`src/sv/etfi_pkg.sv`:
```
// ----------------------------------------------------------------------------
// etfi_pkg
// Shared types and fixed-point constants for the escape-time fractal iterator.
// ----------------------------------------------------------------------------
package etfi_pkg;

    // Q4.28 number format and result count width
    localparam int FRAC_BITS  = 28;
    localparam int COUNT_BITS = 16;

    // Width of the update accumulator: product difference plus shifted constant
    localparam int ACC_W = ((31 + FRAC_BITS > 63) ? (31 + FRAC_BITS) : 63) + 2;

    // The escape limit of 4 exists only while it fits a 64-bit squared sum
    localparam bit          REACHABLE  = (2 * FRAC_BITS + 2) <= 63;
    localparam logic [63:0] ESC_LIMIT  = REACHABLE ? (64'd1 << (2 * FRAC_BITS + 2)) : 64'd0;
    localparam logic [15:0] COUNT_MASK = 16'((64'd1 << COUNT_BITS) - 64'd1);

    // Job queue between the front and the back
    localparam int QUEUE_DEPTH = 2;
    localparam int QPTR_W      = $clog2(QUEUE_DEPTH);
    localparam int QCNT_W      = $clog2(QUEUE_DEPTH + 1);

    typedef enum logic [1:0] {
        REG_MODE     = 2'd0,
        REG_MAX_ITER = 2'd1,
        REG_C_RE     = 2'd2,
        REG_C_IM     = 2'd3
    } reg_idx_t;

    typedef struct packed {
        logic               mode;
        logic [15:0]        max_iter;
        logic signed [31:0] c_re;
        logic signed [31:0] c_im;
    } cfg_t;

    // Starting z and the constant c of one point
    typedef struct packed {
        logic signed [31:0] zr;
        logic signed [31:0] zi;
        logic signed [31:0] cr;
        logic signed [31:0] ci;
    } job_t;

    typedef struct packed {
        logic full;
        logic nonempty;
    } q_status_t;

    // Clamp an accumulator value to the signed 32-bit range
    function automatic logic signed [31:0] sat32(input logic signed [ACC_W-1:0] v);
        logic all_ones;
        logic all_zeros;
        all_ones  = &v[ACC_W-1:31];
        all_zeros = ~|v[ACC_W-1:31];
        if (all_ones || all_zeros)
        begin
            return v[31:0];
        end
        return v[ACC_W-1] ? 32'sh8000_0000 : 32'sh7FFF_FFFF;
    endfunction

endpackage

```
`src/sv/etfi_front.sv`:
```
// ----------------------------------------------------------------------------
// etfi_front
// Accepts points and sorts them into a starting z and constant c by mode.
// ----------------------------------------------------------------------------
module etfi_front (
    input  logic                     in_valid,
    output logic                     in_stall,
    input  logic signed [31:0]       point_re,
    input  logic signed [31:0]       point_im,
    input  etfi_pkg::cfg_t           cfg,
    input  etfi_pkg::q_status_t      q_status,
    output logic                     push,
    output etfi_pkg::job_t           push_job
);
    import etfi_pkg::*;

    assign in_stall = q_status.full;
    assign push     = in_valid && !q_status.full;

    always_comb
    begin
        if (cfg.mode)
        begin
            // Julia: z starts at the point, c from configuration
            push_job.zr = point_re;
            push_job.zi = point_im;
            push_job.cr = cfg.c_re;
            push_job.ci = cfg.c_im;
        end
        else
        begin
            // Mandelbrot: z starts at zero, c is the point
            push_job.zr = '0;
            push_job.zi = '0;
            push_job.cr = point_re;
            push_job.ci = point_im;
        end
    end

endmodule

```
`config.mk`:
```
export PLATFORM = sky130hd
export DESIGN_NAME = etfi_front
export DESIGN_NICKNAME = d
export VERILOG_FILES = /design/src/sv/etfi_pkg.sv /design/src/sv/etfi_front.sv
export SDC_FILE = /design/constraint.sdc
export NUM_CORES = 1
export LEC_CHECK = 0
export ABC_AREA = 1
export BUFFER_PORTS_ARGS = -buffer_cell sky130_fd_sc_hd__buf_2
export CAP_MARGIN = 20
export CORE_AREA = 2 2 108 110
export DETAILED_ROUTE_END_ITERATION = 12
export DIE_AREA = 0 0 110 112
export SETUP_SLACK_MARGIN = 0.3
export SLEW_MARGIN = 40
export SYNTH_ARGS = -nofsm -noshare
export SYNTH_HDL_FRONTEND = slang
export SYNTH_SLANG_ARGS = --single-unit
```
`constraint.sdc`:
```
create_clock -name vclk -period 0.8
set_input_delay 0.04 -clock vclk [all_inputs]
set_output_delay 0.04 -clock vclk [all_outputs]
set_load 0.01 [all_outputs]
```
==> metrics list <==
* Transition time at the pin with the least slew margin: 0.1195 ns
- Dividing the detail-routed wire length by the instance count gives 10.68 um.
- After filler insertion, the fill cell instance count of the layout stands at 1233.
- Switching power summed over all nets: 1.050 mW
* Count of vias placed by the detailed router: 2871
* Most frequent standard cell in the layout excluding fill and tap cells: buf_2
- Excluding fillers, the count of instances in the completed layout stands at 756.
- 0 antenna diodes ended up in the layout.
* Hold violation total from the final report: 0
- Result of the run: complete, no violations
- Of the total synthesized cell area, the portion taken by AND, OR, NAND and NOR gates is 0.6890.
- Count of different cell masters after synthesis: 7
- At the end of routability-driven placement, the weighted congestion stood at 0.7711.
* Top library cells by usage in the layout, fill and taps aside: buf_2, nand2_1, inv_1, nand2_2, buf_6
* Cells after Synth: 344
- In the global route stage, overall resource usage came out at 0.09408.
- The cell area that synthesis handed to floorplanning was 1400 um2.
- Placed wire-length estimate: 5551 um
- The worst pin sits at a relative slew slack of 0.9203.
- For this run, design rule violations remaining after detail routing come to 0.
- After layout, the minimum clock period comes to 0.7427 ns.
- Of the total power, registers draw 0.
- Violation count after the first detailed-routing iteration: 61
- Data on the critical path arrives at its endpoint at 0.70 ns.
* Synth warnings: 0
- CP Capture Type: output pin
- After synthesis, the largest family of logic cells by area is simple AND/OR/NAND/NOR gates.
- Across the run, the number of max-cap violations was 0.
- Setup violations remaining at the end of the flow were counted as 0.
* Fraction of the yosys area taken by sequential cells: 0
* Crit-path max FO: 7
- Entering global routing, the biggest net connects 47 pins.
- Remaining antenna violation count: 0
* Ratio of total power to cell area: 578.7 nW/um2
* DIE WIDTH: 110 um
- 278 I/O pins were placed.
* Per-cell via count in the routed design: 3.798
* Compound-gate portion of the synthesized area: 0
- The signal on the critical path passes through buf_16, buf_16, buf_12, nand2_1, nand2_1, buf_2.
* Crit share post-route: 0.9284
- For the worst setup path, the data required time is 0.76 ns.
* Utilization after layout: 0.3287
- After routing the design area is 3674 um2.
* Synth Net Count: 492
- Of the total power, the share spent switching nets is 0.4941.
- Sequential cells placed in the final layout were counted as 0.
- Mean post-synth cell area: 4.070 um2
* Maximum clock frequency: 1346 MHz
* Total placed instance area: 2910 um2
- Placed Cells incl. Taps: 745
- Summed over all cells, the static leakage comes to 2.699 nW.
* Relative area change from synthesis to final layout: 162.4%
- After floorplanning, the core was divided into 39 placement rows.
- Critical path buffers and inverters: 4
- Of the cells placed in the final design, the portion with a size suffix greater than 1 is 0.5905.
* Kind of cell adding the most delay to the critical path: buffers and inverters
- First-pass DRT Iterations: 4
- Number of nets in the final layout: 763
- Worst setup path class: in2out
* Slowest cell on the critical path: buf_16
- Die Outline Area: 12320 um2
- STA classifies the critical path startpoint as a primary input.
* Initial standard-cell utilization of the core: 0.1253
- The final number of max-transition violations was 0.
- VDD sags by at most 0.0002180 V.
- Setup Slack @ Placement: -0.01400 ns
- Portion of total power attributed to the clock network: 0
* Global-route wire length before repair: 9563 um
- Total congestion overflow: 0
- Multiplexer share of the synthesized area: 0
- The worst path meets setup with 0.05730 ns of slack.
* Post-Synth Adder-Cell Area: 0
* Parity-gate share of the synthesized area counting xor and xnor cells: 0
- Proportion of power drawn by combinational gates: 1.000
- Via count of the first global-routing pass: 2227
- Setup repair after global routing missed its margin: yes
- Total power: 2.126 mW
- The final layout contains routed wiring with a total length of 8075 um.
- Type of the tightest min-delay check: in2out
- Internal power: 1.075 mW
* Highest cell delay on the worst timing path: 0.15 ns
- Input and output buffers added on the ports amount to 261.
- After clock tree synthesis, the setup repair step added 0 buffers.
* Combined flip-flop and latch cell area: 0 um2
- CORE AREA: 11170 um2
- Die height: 112 um
* Clock tree buffer count of the final layout: 0
- Initial antenna violation count: 0
## cells by family after synthesis
group,after synthesis
buf+inv,87
simple gates,257
## through the flow
| stage | hold slack (ns) | TNS [ns] |
|---|---|---|
| 5_1_grt | 0.3140 | 0 |
| 4_1_cts | 0.2922 | 0 |
| 6_report | 0.2898 | 0 |
| 2_1_floorplan | 0.1275 | 0 |
| 3_5_place_dp | 0.2917 | -0.04909 |
| 3_3_place_gp | 0.2911 | -0.0008271 |
## worst paths after layout
path / cells past startpoint / start / slack (ns) / to
setup / recovery: 6 / cfg[80] / 0.06 / push_job[50]
hold / removal: 2 / q_status[1] / 0.29 / in_stall
## cell usage after synthesis
master   number  area [um2]
nand2_1     256       960.9
inv_1        65       244.0
buf_6        12       135.1
buf_2         6       30.03
buf_4         3       22.52
inv_2         1       3.750
nor2_1        1       3.750
## final cells by class
| type | instances | area, um2 | area share |
|---|---|---|---|
| Inverter | 66 | 264.0 | 0.07187 |
| Multi-Input combinational cell | 257 | 1182 | 0.3219 |
| Tap cell | 143 | 178.9 | 0.04871 |
| Timing Repair Buffer | 290 | 2048 | 0.5576 |
## power by group through the flow
stage | Combinational (mW) | Sequential, mW | Clock [mW]
after floorplan | 0.784 | 0 | 0
after global placement | 1.65 | 0 | 0
after detailed placement | 1.64 | 0 | 0
after CTS | 1.74 | 0 | 0
after global routing | 2.33 | 0 | 0
final | 2.13 | 0 | 0
## timing repair
item	4_1_cts	5_1_grt
gates resized for setup	13	136
gates cloned	3	8
pin swaps	0	12
hold buffers	0	0
setup endpoints to repair	128	128
## layer usage
metal  up-vias  routed length, um  part of all wire  global-route usage
li1       1494                  -                 -                   -
met1      1214               3208              0.40              0.1034
met2       161               4072              0.50              0.1967
met3         2                784             0.097            0.009953
met4         0                 10            0.0012                   0
met5         -                  0                 0                   0
No activity file was read; power rests on OpenSTA's default activity.
