File: src/sv/etfi_pkg.sv
// ----------------------------------------------------------------------------
// etfi_pkg
// Shared types and fixed-point constants for the escape-time fractal iterator.
// ----------------------------------------------------------------------------
package etfi_pkg;

    // Q4.28 number format and result count width
    localparam int FRAC_BITS  = 28;
    localparam int COUNT_BITS = 16;

    // Width of the update accumulator: product difference plus shifted constant
    localparam int ACC_W = ((31 + FRAC_BITS > 63) ? (31 + FRAC_BITS) : 63) + 2;

    // The escape limit of 4 exists only while it fits a 64-bit squared sum
    localparam bit          REACHABLE  = (2 * FRAC_BITS + 2) <= 63;
    localparam logic [63:0] ESC_LIMIT  = REACHABLE ? (64'd1 << (2 * FRAC_BITS + 2)) : 64'd0;
    localparam logic [15:0] COUNT_MASK = 16'((64'd1 << COUNT_BITS) - 64'd1);

    // Job queue between the front and the back
    localparam int QUEUE_DEPTH = 2;
    localparam int QPTR_W      = $clog2(QUEUE_DEPTH);
    localparam int QCNT_W      = $clog2(QUEUE_DEPTH + 1);

    typedef enum logic [1:0] {
        REG_MODE     = 2'd0,
        REG_MAX_ITER = 2'd1,
        REG_C_RE     = 2'd2,
        REG_C_IM     = 2'd3
    } reg_idx_t;

    typedef struct packed {
        logic               mode;
        logic [15:0]        max_iter;
        logic signed [31:0] c_re;
        logic signed [31:0] c_im;
    } cfg_t;

    // Starting z and the constant c of one point
    typedef struct packed {
        logic signed [31:0] zr;
        logic signed [31:0] zi;
        logic signed [31:0] cr;
        logic signed [31:0] ci;
    } job_t;

    typedef struct packed {
        logic full;
        logic nonempty;
    } q_status_t;

    // Clamp an accumulator value to the signed 32-bit range
    function automatic logic signed [31:0] sat32(input logic signed [ACC_W-1:0] v);
        logic all_ones;
        logic all_zeros;
        all_ones  = &v[ACC_W-1:31];
        all_zeros = ~|v[ACC_W-1:31];
        if (all_ones || all_zeros)
        begin
            return v[31:0];
        end
        return v[ACC_W-1] ? 32'sh8000_0000 : 32'sh7FFF_FFFF;
    endfunction

endpackage

File: src/sv/etfi_queue.sv
// ----------------------------------------------------------------------------
// etfi_queue
// Short first-in first-out queue of jobs between the front and the back.
// ----------------------------------------------------------------------------
module etfi_queue (
    input  logic                     clk,
    input  logic                     rst_n,
    input  logic                     push,
    input  etfi_pkg::job_t           push_job,
    input  logic                     pop,
    output etfi_pkg::job_t           head_job,
    output etfi_pkg::q_status_t      q_status
);
    import etfi_pkg::*;

    job_t              mem_reg [QUEUE_DEPTH];
    logic [QPTR_W-1:0] wr_ptr_reg;
    logic [QPTR_W-1:0] rd_ptr_reg;
    logic [QCNT_W-1:0] count_reg;
    logic [QCNT_W-1:0] count_next;

    always_comb
    begin
        count_next = count_reg;
        if (push && !pop)
        begin
            count_next = count_reg + QCNT_W'(1);
        end
        else if (pop && !push)
        begin
            count_next = count_reg - QCNT_W'(1);
        end
    end

    always_ff @(posedge clk or negedge rst_n)
    begin
        if (!rst_n)
        begin
            wr_ptr_reg <= '0;
            rd_ptr_reg <= '0;
            count_reg  <= '0;
        end
        else
        begin
            if (push)
            begin
                wr_ptr_reg <= wr_ptr_reg + QPTR_W'(1);
            end
            if (pop)
            begin
                rd_ptr_reg <= rd_ptr_reg + QPTR_W'(1);
            end
            count_reg <= count_next;
        end
    end

    always_ff @(posedge clk)
    begin
        if (push)
        begin
            mem_reg[wr_ptr_reg] <= push_job;
        end
    end

    assign head_job          = mem_reg[rd_ptr_reg];
    assign q_status.full     = (count_reg == QCNT_W'(QUEUE_DEPTH));
    assign q_status.nonempty = (count_reg != '0);

`ifndef SYNTH
    assert property (@(posedge clk) disable iff (!rst_n)
        count_reg <= QCNT_W'(QUEUE_DEPTH))
    else $error("queue fill level beyond depth");

    assert property (@(posedge clk) disable iff (!rst_n)
        (push && !pop) |=> (count_reg == $past(count_reg) + QCNT_W'(1)))
    else $error("queue fill level did not advance on push");

    assert property (@(posedge clk) disable iff (!rst_n)
        pop |-> q_status.nonempty)
    else $error("pop from an empty queue");
`endif

endmodule

File: config.mk
export PLATFORM = sky130hd
export DESIGN_NAME = etfi_queue
export DESIGN_NICKNAME = d
export VERILOG_FILES = /design/src/sv/etfi_pkg.sv /design/src/sv/etfi_queue.sv
export SDC_FILE = /design/constraint.sdc
export NUM_CORES = 1
export LEC_CHECK = 0
export BUFFER_PORTS_ARGS = -buffer_cell sky130_fd_sc_hd__buf_2
export CORE_AREA = 5 5 160 162
export DETAILED_ROUTE_END_ITERATION = 7
export DIE_AREA = 0 0 165 167
export SETUP_SLACK_MARGIN = 0.02
export SLEW_MARGIN = 20
export SYNTH_ARGS = -nofsm -noshare
export SYNTH_HDL_FRONTEND = slang
export SYNTH_SLANG_ARGS = --single-unit
File: constraint.sdc
create_clock -name clk -period 12.9 [get_ports clk]
set_input_delay 3.87 -clock clk [delete_from_list [all_inputs] [get_ports clk]]
set_output_delay 3.87 -clock clk [all_outputs]
set_load 0.05 [all_outputs]
==> results of run 1 <==
[worst reg2reg max path, cell delays in order, from the launching register on]
cell and delay [ps]:
dfrtp_1 420, and2_4 760, buf_4 840
[cells by family after synthesis]
group	count (synthesis)	share of synthesized area
simple gates	5	0.00304
flops	260	0.822
fa+ha+maj	1	0.00132
mux	128	0.152
buf+inv	15	0.0164
xor+xnor	5	0.00462
[synth_stat cells]
master and n:
or2_2 1, ha_1 1, xnor2_1 1, mux2_2 128, and2_1 1, buf_2 1
buf_6 13, nor2b_1 2, nor2_1 1, xor2_1 4, inv_1 1, edfxtp_1 256
dfrtp_1 4
[worst paths after layout]
kind                                              to  slack [ps]  cells after the start
max                                     head_job[93]        5940                      3
min                         count_reg[1]$_DFFE_PN0P_         520                      1
max reg2reg                mem_reg[1][117]$_DFFE_PP_       10390                      2
min reg2reg                 count_reg[1]$_DFFE_PN0P_         520                      1
max in group asynchronous     rd_ptr_reg$_DFFE_PN0P_        9630                      1
min in group asynchronous   count_reg[1]$_DFFE_PN0P_        3140                      1
[final cells by class]
type,instances,area [µm²]
inverter,1,3.75
tap,324,405
clock buffer,35,748
timing repair buffer,265,1340
antenna,2,5.00
multi-input combinational,139,1540
sequential,260,7790
clock inverter,19,249
fill,2031,11900
[power by group through the flow]
stage          logic [mW]  clock network [mW]  registers, mW
6_report             1.21               0.841           1.20
4_1_cts              1.23               0.867           1.20
3_3_place_gp         1.22                   0           1.21
3_5_place_dp         1.22                   0           1.22
5_1_grt              1.26               0.904           1.21
2_1_floorplan        1.02                   0           1.19
[layer usage]
layer,vias to the layer above,GRT usage,share of wire
li1,2217,-,-
met1,2320,0.159,0.38
met2,192,0.219,0.50
met3,36,0.0440,0.091
met4,4,0.0391,0.023
met5,-,0,0.0012
==> impl_metrics.ini, run 1 <==
[synthesis]
syn-num-nets = 547
ys_ff_latch = 260
yosysUniqueCellTypes = 13
syn_area_mm2 = 0.00947
synthCells = 414
yosys_warnings = 0
yosys.area.top_type = edfxtp_1
synthTopCellsByArea = edfxtp_1, mux2_2, buf_6, dfrtp_1, xor2_1
synth-seq-area-share = 0.822
syn_area_per_cell_um2 = 22.9
yosysTopAreaCellShare = 0.812

[place]
dp_slack_ps = 6460
dp_cells = 989
placed_area_mm2 = 0.0111
io_buffers = 261
hpwlAfterDp_um = 12500
place_congestion = 0.728

[timing]
final-max-slew-violation-count = 0
fin_tns_setup_ps = 0
hold-worst-slack_ps = 517
final-hold-violation-count = 0
skew_ps = 5.04
fin_crit_ps = 6960
final-setup-viol-count = 0
grt_setup_unrepaired = no
worstMarginPinSlew_ps = 932
setup_ws_ps = 5940
max_freq_ghz = 0.144
post-route-period-util = 0.539
relSlewSlack = 0.379

[clock_tree]
postCtsHoldBufs = 0
htreeDepth = 1
path_clk_slew_ps = 60
numCtsBuffers = 29
cts_tree = yes
clock-sinks = 260
cts_resized = 0
clock_latency_ps = 520
cts_max_path_buffers = 3
cts_setup_buffers = 0
root_buffer = clkbuf_16

[global_route]
grtUsageTotal = 0.130
grt_max_degree = 69
overflow = 0
grt_pass1_vias = 5249
grt_pass1_wl_um = 28500
antenna_found_initial = 4

[setup_path]
cpMaxStageDelayCell = dfrtp_4
critPathLaunch = rd_ptr_reg$_DFFE_PN0P_
slowest_delay_ps = 960
r2r_start = wr_ptr_reg$_DFFE_PN0P_
worstSetupStartpointType = register
end_kind = output pin
path_cells = buf_4 -> mux2_2 -> buf_2
crit_family = buffers and inverters
arrival_ps = 3090
critical_path_buf_inv_count = 2
crit_type = reg -> out
cp.required_ps = 9030
cp_max_fo = 68

[power]
power_frac_clock = 0.259
powerDensity_mw_per_mm2 = 269
p_sw_mw = 1.27
vdd.ir_drop.worst_mv = 0.143
internal-power_mw = 1.98
pwr-share-comb = 0.372
p_leak_nw = 4.53
power.share.switching = 0.391
p_seq_frac = 0.369
total_power_mw = 3.25

[detailed_routing]
vias = 4769
first_pass_iters = 4
drc = 0
vias_per_cell = 4.56
drt_wl_total_um = 18900
wl_per_cell_um = 18.1
ant_nets = 0
drtIter0Drc = 245

[finish]
finalInstanceArea_mm2 = 0.0121
num-nets-final = 829
fin_cells = 1045
final_cell_mix = buf_2, edfxtp_1, mux2_2
layout_commonest_cell = buf_2
areaGrowthSynthToFinish_pct = 27.5
finish.utilization = 0.504
drive_above_1_share = 0.612
largest_reg_flops = 256

[hold_path]
worstHoldPathType = reg -> reg
hold_start = count_reg[1]$_DFFE_PN0P_

[floorplan]
rows = 57
die_area_mm2 = 0.0276
die_h_um = 167
boundaryPins = 262
fp.coreArea_mm2 = 0.0240
die_x_um = 165
start_util = 0.395

[outcome]
outcome = complete, no violations

[job]
max_cap_violations = 0
(Power assumes the default switching activity.)
==> run 2: changes to the inputs <==
==> constraint.sdc (replaced) <==
create_clock -name clk -period 7 [get_ports clk]
set_input_delay 2.1 -clock clk [delete_from_list [all_inputs] [get_ports clk]]
set_output_delay 2.1 -clock clk [all_outputs]
set_load 0.05 [all_outputs]
==> run 2 against run 1 <==
  * Non-clock buffer count rose by 1
  * Clock-buffer cell count rose by 1
  * Highest routed layer unchanged
  * Register-to-register slack got worse by 5400 ps
  * Critical path depth did not move
==> impl_metrics.ini, run 2 (same netlist as run 1, synthesis figures left out) <==
[outcome]
outcome = complete, no violations

[clock_tree]
cts_setup_buffers = 0
htreeDepth = 1
numCtsBuffers = 27
root_buffer = clkbuf_16
cts_max_path_buffers = 3
postCtsHoldBufs = 0
cts_tree = yes
clock-sinks = 260
clock_latency_ps = 520
cts_resized = 0
path_clk_slew_ps = 60

[place]
hpwlAfterDp_um = 12500
dp_cells = 990
placed_area_mm2 = 0.0111
place_congestion = 0.736
io_buffers = 261

[global_route]
grt_pass1_vias = 5211
grtUsageTotal = 0.128
grt_max_degree = 68
antenna_found_initial = 3
overflow = 0
grt_pass1_wl_um = 27900

[floorplan]
start_util = 0.395
die_area_mm2 = 0.0276
rows = 57
die_x_um = 165
die_h_um = 167
fp.coreArea_mm2 = 0.0240
boundaryPins = 262

[detailed_routing]
vias_per_cell = 4.64
drtIter0Drc = 235
vias = 4809
ant_nets = 0
drt_wl_total_um = 18600
wl_per_cell_um = 18.0
drc = 0
first_pass_iters = 4

[finish]
areaGrowthSynthToFinish_pct = 26.2
largest_reg_flops = 256
finish.utilization = 0.499
nFillCells = 2043
num-nets-final = 828
finalInstanceArea_mm2 = 0.0120
multi_input_comb_area_mm2 = 0.00154
drive_above_1_share = 0.607
final_cell_mix = buf_2, edfxtp_1, mux2_2
seqCellArea_mm2 = 0.00779
layout_commonest_cell = buf_2
fin_cells = 1037

[job]
max_cap_violations = 0

[power]
powerDensity_mw_per_mm2 = 486
p_leak_nw = 4.47
vdd.ir_drop.worst_mv = 0.274

[timing]
final-setup-viol-count = 0
final-hold-violation-count = 0
fin_tns_setup_ps = 0
skew_ps = 12.2
final-max-slew-violation-count = 0
max_freq_ghz = 0.210
hold-worst-slack_ps = 490
post-route-period-util = 0.679
worstMarginPinSlew_ps = 930
relSlewSlack = 0.380
fin_crit_ps = 4750
grt_setup_unrepaired = no

[hold_path]
worstHoldPathType = reg -> reg

[setup_path]
arrival_ps = 2650
cp_max_fo = 56
cp.required_ps = 4900
crit_type = reg -> out
end_kind = output pin
worstSetupStartpointType = register
[run 2: layout make-up]
cell class | count | area share
well taps | 324 | 0.0339
clock inverters | 10 | 0.0122
repair buffers | 266 | 0.113
multi-input cells | 139 | 0.129
inverters | 1 | 0.000314
diodes | 1 | 0.000209
flip-flops and latches | 260 | 0.652
clock buffers | 36 | 0.0594
[run 2: metrics by stage]
step	power, mW	setup WS [ps]
after floorplan	4.06	1120
after global placement	4.47	2770
after detailed placement	4.49	2740
after CTS	5.90	2160
after global routing	6.05	2090
final	5.81	2250
[run 2: routing by layer]
layer	part of all wire	GRT usage	wire length [µm]	vias to the layer above
met5	0.0021	0	39	-
li1	-	-	-	2209
met4	0.027	0.0373	509	6
met3	0.088	0.0400	1630	36
met2	0.50	0.223	9390	170
met1	0.38	0.151	7070	2388
[run 2: path summary, 6_finish.rpt]
kind	depth (start not counted)	slack, ps	endpoint	startpoint
min in group asynchronous	1	1380	rd_ptr_reg$_DFFE_PN0P_	rst_n
max	3	2250	head_job[50]	rd_ptr_reg$_DFFE_PN0P_
max reg2reg	2	4970	mem_reg[1][27]$_DFFE_PP_	wr_ptr_reg$_DFFE_PN0P_
min	1	490	count_reg[1]$_DFFE_PN0P_	count_reg[1]$_DFFE_PN0P_
min reg2reg	1	490	count_reg[1]$_DFFE_PN0P_	count_reg[1]$_DFFE_PN0P_
max in group asynchronous	1	5480	rd_ptr_reg$_DFFE_PN0P_	rst_n
[run 2: power breakdown]
part | internal [mW] | leakage, nW | switching (mW) | total, mW
Clock | 0.851 | 0.416 | 0.530 | 1.38
Sequential | 2.07 | 2.45 | 0.107 | 2.18
Combinational | 0.599 | 1.61 | 1.65 | 2.25
[run 2: worst max-delay path, cell delays in order (launching register included)]
cell     delay (ps)
dfrtp_4         750
buf_4           660
mux2_2          430
buf_2           220
